===== src/sv/epmr_pkg.sv =====
// ----------------------------------------------------------------------------
// epmr_pkg : shared constants and types for the echo pulse median ranger
// Sizes of the sample batch, the width-to-distance scaler and the sequencer.
// ----------------------------------------------------------------------------
package epmr_pkg;

	localparam int SAMPLE_COUNT = 7;
	localparam int MEDIAN_IDX   = SAMPLE_COUNT / 2;

	localparam int TIME_W = 32;
	localparam int WID_W  = 16;   // saturated pulse width in us
	localparam int DIST_W = 14;   // distance in cm

	// floor(w * 10 / 61) is (w * DIST_RECIP) >> DIST_SHIFT for any 16-bit width
	localparam int RECIP_W    = 24;
	localparam int PROD_W     = WID_W + RECIP_W;
	localparam int DIST_SHIFT = 26;
	localparam logic [RECIP_W-1:0] DIST_RECIP =
		RECIP_W'(10 * ((2 ** DIST_SHIFT + 60) / 61));

	localparam int FILL_W = (SAMPLE_COUNT > 1) ? $clog2(SAMPLE_COUNT) : 1;
	localparam int STEP_W = $clog2(SAMPLE_COUNT + 1);
	localparam int CNT_W  = $clog2(SAMPLE_COUNT + 1);

	typedef logic [DIST_W-1:0] dist_t;

	typedef enum logic [3:0] {
		ST_IDLE  = 4'b0001,
		ST_SCALE = 4'b0010,
		ST_STORE = 4'b0100,
		ST_RANK  = 4'b1000
	} state_t;

endpackage


===== src/sv/echo_pulse_median_ranger.sv =====
// ----------------------------------------------------------------------------
// echo_pulse_median_ranger : median-of-seven ultrasonic echo ranger
// Times echo pulses from pin edge events, turns each width into a distance
// and emits the median distance of every batch of seven.
// ----------------------------------------------------------------------------
//  channel   dir  handshake                    tdata / tuser
//  echo      in   echo_tvalid / echo_tready    tdata: time_us[31:0]; tuser: level
//  range     out  range_tvalid / range_tready  tdata: median_distance[13:0], pad
//
//  A rising edge or an ignored falling edge is handled in IDLE alone. A falling
//  edge that closes a pulse goes through width, reciprocal scale and store.
//  The edge that completes a batch adds a rank pass on the shared comparator:
//  each candidate is counted against the ring, at most 7 candidates in all.
//  arst_n clears the sequencer, arming, batch fill and the output valid flag.
//  A held-off range request stalls the rank pass only at its final step.
// ----------------------------------------------------------------------------
module echo_pulse_median_ranger (
	input  logic        clk,
	input  logic        arst_n,
	input  logic        echo_tvalid,
	output logic        echo_tready,
	input  logic [31:0] echo_tdata,   // [31:0] time_us
	input  logic        echo_tuser,   // [0] level
	output logic        range_tvalid,
	input  logic        range_tready,
	output logic [15:0] range_tdata   // [13:0] median_distance, [15:14] zero
);

	epmr_pkg::state_t state_q;

	logic                              armed_q;
	logic [epmr_pkg::TIME_W-1:0]       rise_q;
	logic [epmr_pkg::WID_W-1:0]        wid_q;
	epmr_pkg::dist_t                   quo_q;
	logic [epmr_pkg::FILL_W-1:0]       filled_q;
	logic [epmr_pkg::STEP_W-1:0]       step_q;
	logic [epmr_pkg::FILL_W-1:0]       round_q;
	logic [epmr_pkg::CNT_W-1:0]        lt_q;
	logic [epmr_pkg::CNT_W-1:0]        eq_q;
	epmr_pkg::dist_t                   cand_q;
	epmr_pkg::dist_t                   samples_q [epmr_pkg::SAMPLE_COUNT];
	logic                              out_valid_q;
	epmr_pkg::dist_t                   out_q;

	logic                              in_req;
	logic [epmr_pkg::TIME_W-1:0]       diff;
	logic [epmr_pkg::WID_W-1:0]        wid_sat;
	logic [epmr_pkg::PROD_W-1:0]       prod;
	epmr_pkg::dist_t                   cmp_a;
	epmr_pkg::dist_t                   cmp_b;
	logic                              cmp_lt;
	logic                              cmp_eq;
	logic [epmr_pkg::CNT_W:0]          rank_hi;
	logic                              found;
	logic                              out_busy;
	logic                              rotate;
	logic                              shift_in;
	logic                              emit;

	assign echo_tready  = (state_q == epmr_pkg::ST_IDLE);
	assign in_req       = echo_tvalid && echo_tready;
	assign range_tvalid = out_valid_q;
	assign range_tdata  = {2'b00, out_q};
	assign out_busy     = out_valid_q && !range_tready;

	// wrap-safe width, saturated to 16 bits
	assign diff    = echo_tdata - rise_q;
	assign wid_sat = (|diff[epmr_pkg::TIME_W-1:epmr_pkg::WID_W]) ? '1
		: diff[epmr_pkg::WID_W-1:0];

	// width * 10 / 61 by reciprocal multiplication
	assign prod = epmr_pkg::PROD_W'(wid_q) * epmr_pkg::PROD_W'(epmr_pkg::DIST_RECIP);

	// shared comparator for the rank pass
	assign cmp_a  = samples_q[0];
	assign cmp_b  = cand_q;
	assign cmp_lt = (cmp_a < cmp_b);
	assign cmp_eq = (cmp_a == cmp_b);

	assign rank_hi = {1'b0, lt_q} + {1'b0, eq_q};
	assign found   = (lt_q <= epmr_pkg::CNT_W'(epmr_pkg::MEDIAN_IDX))
		&& (rank_hi > (epmr_pkg::CNT_W + 1)'(epmr_pkg::MEDIAN_IDX));

	assign shift_in = (state_q == epmr_pkg::ST_STORE);
	assign rotate   = (state_q == epmr_pkg::ST_RANK)
		&& !((step_q == epmr_pkg::STEP_W'(epmr_pkg::SAMPLE_COUNT))
		&& (found || round_q == epmr_pkg::FILL_W'(epmr_pkg::SAMPLE_COUNT - 1)));
	assign emit     = (state_q == epmr_pkg::ST_RANK)
		&& (step_q == epmr_pkg::STEP_W'(epmr_pkg::SAMPLE_COUNT)) && !rotate && !out_busy;

	always_ff @(posedge clk or negedge arst_n) begin
		if (!arst_n) begin
			state_q     <= epmr_pkg::ST_IDLE;
			armed_q     <= 1'b0;
			rise_q      <= '0;
			filled_q    <= '0;
			out_valid_q <= 1'b0;
		end else begin
			out_valid_q <= emit || out_busy;
			case (state_q)
				epmr_pkg::ST_IDLE: begin
					if (in_req) begin
						if (echo_tuser) begin
							armed_q <= 1'b1;
							rise_q  <= echo_tdata;
						end else if (armed_q) begin
							armed_q <= 1'b0;
							state_q <= epmr_pkg::ST_SCALE;
						end
					end
				end
				epmr_pkg::ST_SCALE: begin
					state_q <= epmr_pkg::ST_STORE;
				end
				epmr_pkg::ST_STORE: begin
					if (filled_q == epmr_pkg::FILL_W'(epmr_pkg::SAMPLE_COUNT - 1)) begin
						filled_q <= '0;
						state_q  <= epmr_pkg::ST_RANK;
					end else begin
						filled_q <= filled_q + 1'b1;
						state_q  <= epmr_pkg::ST_IDLE;
					end
				end
				epmr_pkg::ST_RANK: begin
					if (emit) begin
						state_q <= epmr_pkg::ST_IDLE;
					end
				end
				default: begin
					state_q <= epmr_pkg::ST_IDLE;
				end
			endcase
		end
	end

	// datapath, no reset needed
	always_ff @(posedge clk) begin
		case (state_q)
			epmr_pkg::ST_IDLE: begin
				wid_q <= wid_sat;
			end
			epmr_pkg::ST_SCALE: begin
				quo_q <= prod[epmr_pkg::DIST_SHIFT + epmr_pkg::DIST_W - 1:epmr_pkg::DIST_SHIFT];
			end
			epmr_pkg::ST_STORE: begin
				step_q  <= '0;
				round_q <= '0;
			end
			epmr_pkg::ST_RANK: begin
				if (step_q == '0) begin
					cand_q <= samples_q[0];
					lt_q   <= '0;
					eq_q   <= epmr_pkg::CNT_W'(1);
					step_q <= step_q + 1'b1;
				end else if (step_q != epmr_pkg::STEP_W'(epmr_pkg::SAMPLE_COUNT)) begin
					if (cmp_lt) begin
						lt_q <= lt_q + 1'b1;
					end
					if (cmp_eq) begin
						eq_q <= eq_q + 1'b1;
					end
					step_q <= step_q + 1'b1;
				end else if (rotate) begin
					// next candidate sits at the head after this turn
					step_q  <= '0;
					round_q <= round_q + 1'b1;
				end else if (!out_busy) begin
					out_q <= cand_q;
				end
			end
			default: begin
			end
		endcase
	end

	// sample ring: new distances shift in, the rank pass turns it
	always_ff @(posedge clk) begin
		for (int i = 0; i < epmr_pkg::SAMPLE_COUNT; i++) begin
			if (shift_in) begin
				samples_q[i] <= (i == 0) ? quo_q : samples_q[(i + epmr_pkg::SAMPLE_COUNT - 1)
					% epmr_pkg::SAMPLE_COUNT];
			end else if (rotate) begin
				samples_q[i] <= samples_q[(i + 1) % epmr_pkg::SAMPLE_COUNT];
			end
		end
	end

	a_fill_range: assert property (@(posedge clk) disable iff (!arst_n)
		filled_q < epmr_pkg::FILL_W'(epmr_pkg::SAMPLE_COUNT))
		else $error("batch fill count out of range");

	a_result_from_rank: assert property (@(posedge clk) disable iff (!arst_n)
		$rose(out_valid_q) |-> $past(state_q == epmr_pkg::ST_RANK))
		else $error("result raised outside the rank pass");

	a_rank_counts: assert property (@(posedge clk) disable iff (!arst_n)
		(state_q == epmr_pkg::ST_RANK && step_q != '0)
		|-> rank_hi <= (epmr_pkg::CNT_W + 1)'(epmr_pkg::SAMPLE_COUNT))
		else $error("rank counts exceed batch size");

	a_no_overrun: assert property (@(posedge clk) disable iff (!arst_n)
		(out_valid_q && !range_tready) |=> out_valid_q)
		else $error("pending result dropped");

endmodule


===== config.mk =====
export PLATFORM = sky130hd
export DESIGN_NAME = echo_pulse_median_ranger
export DESIGN_NICKNAME = d
export VERILOG_FILES = /design/src/sv/epmr_pkg.sv /design/src/sv/echo_pulse_median_ranger.sv
export SDC_FILE = /design/constraint.sdc
export NUM_CORES = 1
export LEC_CHECK = 0
export BUFFER_PORTS_ARGS = -buffer_cell sky130_fd_sc_hd__buf_4
export CORE_MARGIN = 2
export CORE_UTILIZATION = 50
export CTS_BUF_LIST = sky130_fd_sc_hd__clkbuf_4
export CTS_CLUSTER_DIAMETER = 60
export DETAILED_ROUTE_END_ITERATION = 10
export HOLD_SLACK_MARGIN = 0.1
export PLACE_DENSITY = 0.66
export REMOVE_ABC_BUFFERS = 1
export SETUP_SLACK_MARGIN = 0.05
export SYNTH_ARGS = -nofsm -noshare
export SYNTH_HDL_FRONTEND = slang
export SYNTH_SLANG_ARGS = --single-unit

===== constraint.sdc =====
create_clock -name clk -period 8.74 [get_ports clk]
set_clock_uncertainty 0.05 [all_clocks]
set_input_delay 0.874 -clock clk [delete_from_list [all_inputs] [get_ports clk]]
set_output_delay 0.874 -clock clk [all_outputs]
set_load 0.005 [all_outputs]

### Yosys cells after proc, flatten, opt, wreduce, memory -nomap -nowiden

Memories as Yosys holds them, arrays and structs flattened.
Index checks and enable logic that the tools add are counted.

| storage, ports and cells | value |
|---|---|
| flip-flop bits (word level) | 111 |
| RAM bits | 98 |
| input port bits | 37 |
| output and inout bits | 18 |
| word-level logic and storage cells | 114 |
| memories | 1 |

| operators by class | value |
|---|---|
| $add $sub $neg | 7 |
| $mul | 1 |
| $lt $le $gt $ge | 3 |
| eq/ne operators | 17 |
| mux-type cells | 32 |
| bitwise operators | 11 |
| reductions and logical operators | 29 |

Memories:

| name | depth | bits a word | read ports | clocked after memory_dff | wr ports | RTL line | source |
|---|---|---|---|---|---|---|---|
| samples_q | 7 | 14 | 7 | 0 | 7 | echo_pulse_median_ranger.sv:41 | `epmr_pkg::dist_t samples_q [epmr_pkg::SAMPLE_COUNT];` |

Operators with widths:

| kind | count |
|---|---|
| two-way mux 14 bit | 7 |
| multiplier 16 x 22 -> 38 bit (second input constant) | 1 |
| two-way mux 3 bit | 11 |
| subtractor 32 bit | 1 |
| two-way mux 4 bit | 5 |
| case mux 4 bit (4 select lines) | 1 |
| OR reduction 16 bit | 1 |
| adder 3 x 1 -> 3 bit (second input constant) | 5 |
| == test 14 bit | 1 |
| less-than comparator 14 bit | 1 |
| case mux 3 bit (2 select lines) | 2 |
| inequality test 2 bit (second input constant) | 5 |
| == test 3 bit (second input constant) | 3 |
| AND reduction 3 bit | 3 |
| logical AND 1 bit | 8 |
| AND reduction 4 bit | 2 |
| nonzero test 2 bit | 4 |
| bitwise OR 1 bit | 7 |
| two-way mux 1 bit | 6 |
| AND reduction 2 bit | 3 |
| AND reduction 5 bit | 1 |
| adder 3 x 3 -> 4 bit | 1 |
| == test 4 x 1 -> 1 bit (second input constant) | 1 |
| == test 4 x 2 -> 1 bit (second input constant) | 1 |
| 11 further kinds | 19 |

### Depth between registers and ports, before layout

| logic depth | value |
|---|---|
| depth in word-level cells | 12 |
| gate-level depth with buffers | 22 |
| gate-level depth less buffers | 22 |

### Worst setup path before layout

No wires, ideal clock.

| path | value |
|---|---|
| path type | register to register |
| start | register wid_q[4] (netlist name) |
| end | register quo_q[13], data pin |
| library setup time | 0.260 ns |
| arrival time | 6.015 ns |
| required time | 8.430 ns |
| slack | 2.416 ns |
| cell stages (with the launch flop) | 21 |
| path buffers | 0 |
| period minus slack after synthesis | 6.324 ns |
| cells stage by stage | edfxtp_1 -> fa_1 -> inv_1 -> fa_1 -> inv_1 -> fa_1 -> fa_1 -> fa_1 -> inv_1 -> fa_1 -> inv_1 -> ha_1 -> a211oi_1 -> nand2_1 -> a2111oi_0 -> nand4bb_1 -> a21boi_0 -> a2111oi_2 -> o31ai_1 -> a21oi_1 -> xnor2_1 |

| between the ends | value |
|---|---|
| longest elaborated chain between the ends | 1 |

Ends and longest elaborated chain:

| what | RTL line | source |
|---|---|---|
| from (decl) | echo_pulse_median_ranger.sv:33 | `logic [epmr_pkg::WID_W-1:0] wid_q;` |
| from (signal assigned) | echo_pulse_median_ranger.sv:140 | `wid_q <= wid_sat;` |
| multiplier 16 x 22 -> 38 bit | echo_pulse_median_ranger.sv:72 | `assign prod = epmr_pkg::PROD_W'(wid_q) * epmr_pkg::PROD_W'(epmr_pkg::DIST_RECIP);` |
| named net prod (one bit) | echo_pulse_median_ranger.sv:48 | `logic [epmr_pkg::PROD_W-1:0] prod;` |
| to (signal assigned) | echo_pulse_median_ranger.sv:143 | `quo_q <= prod[epmr_pkg::DIST_SHIFT + epmr_pkg::DIST_W - 1:epmr_pkg::DIST_SHIFT];` |
| to (decl) | echo_pulse_median_ranger.sv:34 | `epmr_pkg::dist_t quo_q;` |

The timed path passes the listed nets, and every way through them passes these cells.
A chain may end at the register's enable or synchronous reset.

### Final worst setup path

| path | value |
|---|---|
| start | register wid_q[13] (netlist name) |
| end | register quo_q[13], data pin |

Same word-level chain as after synthesis.

==> flow_metrics.env <==
export IMPL_detail_route_vias_per_cell=5.20
export IMPL_maxClockFrequency_mhz=145
export IMPL_post_synth_cell_area_avg_um2=11.7
export IMPL_worstHoldPathType="input port to flip-flop"
export IMPL_clock_latency_ns=0.71
export IMPL_grt_util_met1_pct=25.8
export IMPL_antenna_found_initial=2
export IMPL_postSynthRegisterBits=209
export IMPL_postRouteWirelength_um=32000
export IMPL_status="finished clean"
export IMPL_pin_count_of_the_biggest_net_entering_global_routing=71
export IMPL_timing_hold_violations_final=0
export IMPL_holdPathStages=2
export IMPL_initial_core_util_pct=51.0
export IMPL_netlist_area_leader_share_pct=30.3
export IMPL_critical_path_reg2reg_startpoint="wid_q[13]"
export IMPL_placed_cells=1898
export IMPL_worstSetupEndpointType="flip-flop"
export IMPL_worst_r2r_endpoint="quo_q[13]"
export IMPL_final_antenna_net_count=0
export IMPL_ys_warnings_count=0
export IMPL_drt_first_iter_violations=474
export IMPL_synthTopCellsByCount="sky130_fd_sc_hd__inv_1 (276), sky130_fd_sc_hd__ha_1 (194), sky130_fd_sc_hd__edfxtp_1 (168), sky130_fd_sc_hd__fa_1 (141), sky130_fd_sc_hd__mux2_2 (128)"
export IMPL_holdCritStartpoint="echo_tuser"
export IMPL_gr_total_overflow=0
export IMPL_drc=0
export IMPL_r2r_setup_slack_ns=1.86
export IMPL_critPathMaxFanout=6
export IMPL_power_leakage_nw=8.18
export IMPL_layout_drive_gt1_share_pct=19.1
export IMPL_crit_path_max_incr_delay_ns=0.67
export IMPL_slowest_stage="sky130_fd_sc_hd__fa_1"
export IMPL_setup_violations=0
export IMPL_synthDistinctLibCells=72
export IMPL_synth_top_cells_by_area="sky130_fd_sc_hd__edfxtp_1 (30%), sky130_fd_sc_hd__fa_1 (17%), sky130_fd_sc_hd__ha_1 (15%)"
export IMPL_die_w_um=186
export IMPL_maxCapViolCount=0
export IMPL_top_usage_layer="met2"
export IMPL_grt_total_usage_pct=19.1
export IMPL_synth_top_cell_by_area="sky130_fd_sc_hd__edfxtp_1"
export IMPL_finalWorstPathRequiredPeriod_ns=6.88
export IMPL_postSynthCellCount=1426
export IMPL_cp_required_ns=9.14
export IMPL_timing_final_max_slew_violations=0
export IMPL_grt_met2_usage_pct=30.9
export IMPL_clock_root_buffer="sky130_fd_sc_hd__clkbuf_4"
export IMPL_tns_ns=0
export IMPL_synth_most_common_cell="sky130_fd_sc_hd__inv_1"
export IMPL_hpwl_um=25200
export IMPL_critical_path_buf_inv_count=4
export IMPL_met3_usage_pct=3.71
export IMPL_ff2ff_path_depth=20
export IMPL_detail_route_first_pass_iterations=5
export IMPL_cpLargestDelayFamily="adder cells"
export IMPL_clkSlewWorstSetupHoldPaths_ns=0.07
export IMPL_synth_async_reset_ratio_pct=19.6
export IMPL_power_density_mw_per_mm2=170
export IMPL_seq_area_frac_synth_pct=36.5
export IMPL_grt_pass1_vias=10891
export IMPL_cts_buffer_depth=3
export IMPL_die_height_um=186
export IMPL_fillCellCount=2824
export IMPL_global_route_wire_length_before_repair_um=54100
export IMPL_critPathKind="flip-flop to flip-flop"
export IMPL_portBuffers=52
export IMPL_cts_buffers_inserted=56
export IMPL_area_growth_syn_to_layout_pct=9.65
export IMPL_core_region_area_mm2=0.0326
export IMPL_critPathArrivalTime_ns=7.27
export IMPL_transition_time_of_the_tightest_slew_check_pin_ns=0.882
export IMPL_layout_cells_non_filler=2007
export IMPL_routed_wire_length_per_instance_um=16.0
export IMPL_synth_edff_count=168
export IMPL_die_area_mm2=0.0347
export IMPL_design_portCount=55
export IMPL_timing_final_crit_share_pct=78.7
export IMPL_final_nets=1887
export IMPL_vdd_drop_max_uv=168
export IMPL_gp_congestion=0.962
export IMPL_h_tree_level_count=2
export IMPL_clock_tree_from_tritoncts="done"
export IMPL_tritoncts_num_sinks=209
export IMPL_worst_slew_margin_rel_pct=41.2
export IMPL_via_count=10438
export IMPL_hold_path_endpoint="state_q[1]"
export IMPL_timing_critical_path_mode_cell="sky130_fd_sc_hd__fa_1"
export IMPL_critical_path_start_type="flip-flop"
export IMPL_grt_setup_unrepaired="false"
export IMPL_mappedNetlistArea_mm2=0.0166
export IMPL_cp_cell_sequence="fa_1, fa_1, inv_1, fa_1, inv_1, fa_1, fa_1, inv_1, fa_1, inv_1, ha_1, a211oi_1, nand2_1, a2111oi_0, nand4bb_1, a21boi_0, a2111oi_2, o31ai_1, a21oi_1, xnor2_1"
export IMPL_std_cell_rows=66
export IMPL_synth_main_ff_cell="sky130_fd_sc_hd__edfxtp_1"
export IMPL_final_standard_cell_utilization_of_the_core_pct=55.9
## where the power goes
part	switching (mW)	leakage [nW]	total, mW	internal [mW]
logic	0.639	5.80	1.06	0.425
clock network	0.418	0.411	0.832	0.413
registers	0.0460	1.97	1.21	1.17
total	1.10	8.18	3.11	2.00
## sequential cells by signal, indices dropped and copies added, names as in the netlist
name,cells
samples_q,98
quo_q,14
wid_q,16
step_q,3
round_q,3
filled_q,3
out_q,14
rise_q,32
lt_q,3
cand_q,14
eq_q,3
state_q,4
range_tvalid,1
armed_q,1
## per-layer routing
layer	wire length (µm)	part of all wire, %
met1	14800	46
met2	14900	47
met3	1330	4.2
met4	920	2.9
met5	0	0
## what timing repair did
item	in CTS	in global routing
buffers inserted	0	0
gates resized for setup	0	0
endpoints found under the hold margin	22	0
hold buffers	1	0
## layout by cell type, fill, tap and decap left out, drive strengths merged, types with 3 or more instances in the layout
cell,instances
inv,278
ha,194
edfxtp,168
fa,141
mux2,128
clkbuf,77
nand2,65
buf,63
a21oi,61
nor2,45
o21ai,43
dfrtp,40
nand4,31
clkinv,26
a21o,19
xnor2,17
xor2,14
nand2b,13
nand3,13
and3,8
a211oi,8
nor2b,8
nor3,8
o211ai,7
and2,6
nor4b,6
o21a,5
a2111oi,5
nor4,5
o31ai,4
or3,4
o21bai,4
or2,4
o31a,3
mux2i,3
## area by class of cell
| type | instances | area, µm² | area share [%] |
|---|---|---|---|
| clock buffer | 77 | 578 | 3.17 |
| sequential | 209 | 6070 | 33.3 |
| timing repair buffer | 64 | 483 | 2.65 |
| inverter | 276 | 1040 | 5.68 |
| multi-input combinational | 908 | 9390 | 51.5 |
| clock inverter | 29 | 121 | 0.665 |
| antenna | 2 | 5.00 | 0.0274 |
| tap | 442 | 553 | 3.03 |
## kinds of logic after synthesis
family          synth area share, %
compound gates                 7.21
xor+xnor                       1.63
fa+ha+maj                      31.6
buf+inv                        7.26
flops                          36.5
mux                            8.84
other cells                  0.0225
simple gates                   6.98
## through the flow
step                      power, mW  setup slack (ns)  cell area (µm²)  hold WS, ns
after detailed placement       2.29              1.77            17500        0.386
after CTS                      3.14              1.78            18200        0.230
after global placement         2.28              1.98            17500        0.383
final                          3.11              1.86            18200        0.294
after global routing           3.35              1.37            18200        0.218
after floorplan                2.03             0.559            16500        0.376
## worst max path at each step
stage,startpoint,end,depth (start not counted)
global placement,wid_q[9],quo_q[13],20
global route,wid_q[13],quo_q[13],20
detailed placement,wid_q[9],quo_q[13],20
finish,wid_q[13],quo_q[13],20
CTS,wid_q[13],quo_q[13],20
floorplan,state_q[1],samples_q[0][0],3
Note: power is estimated with default switching activity, not from simulation.
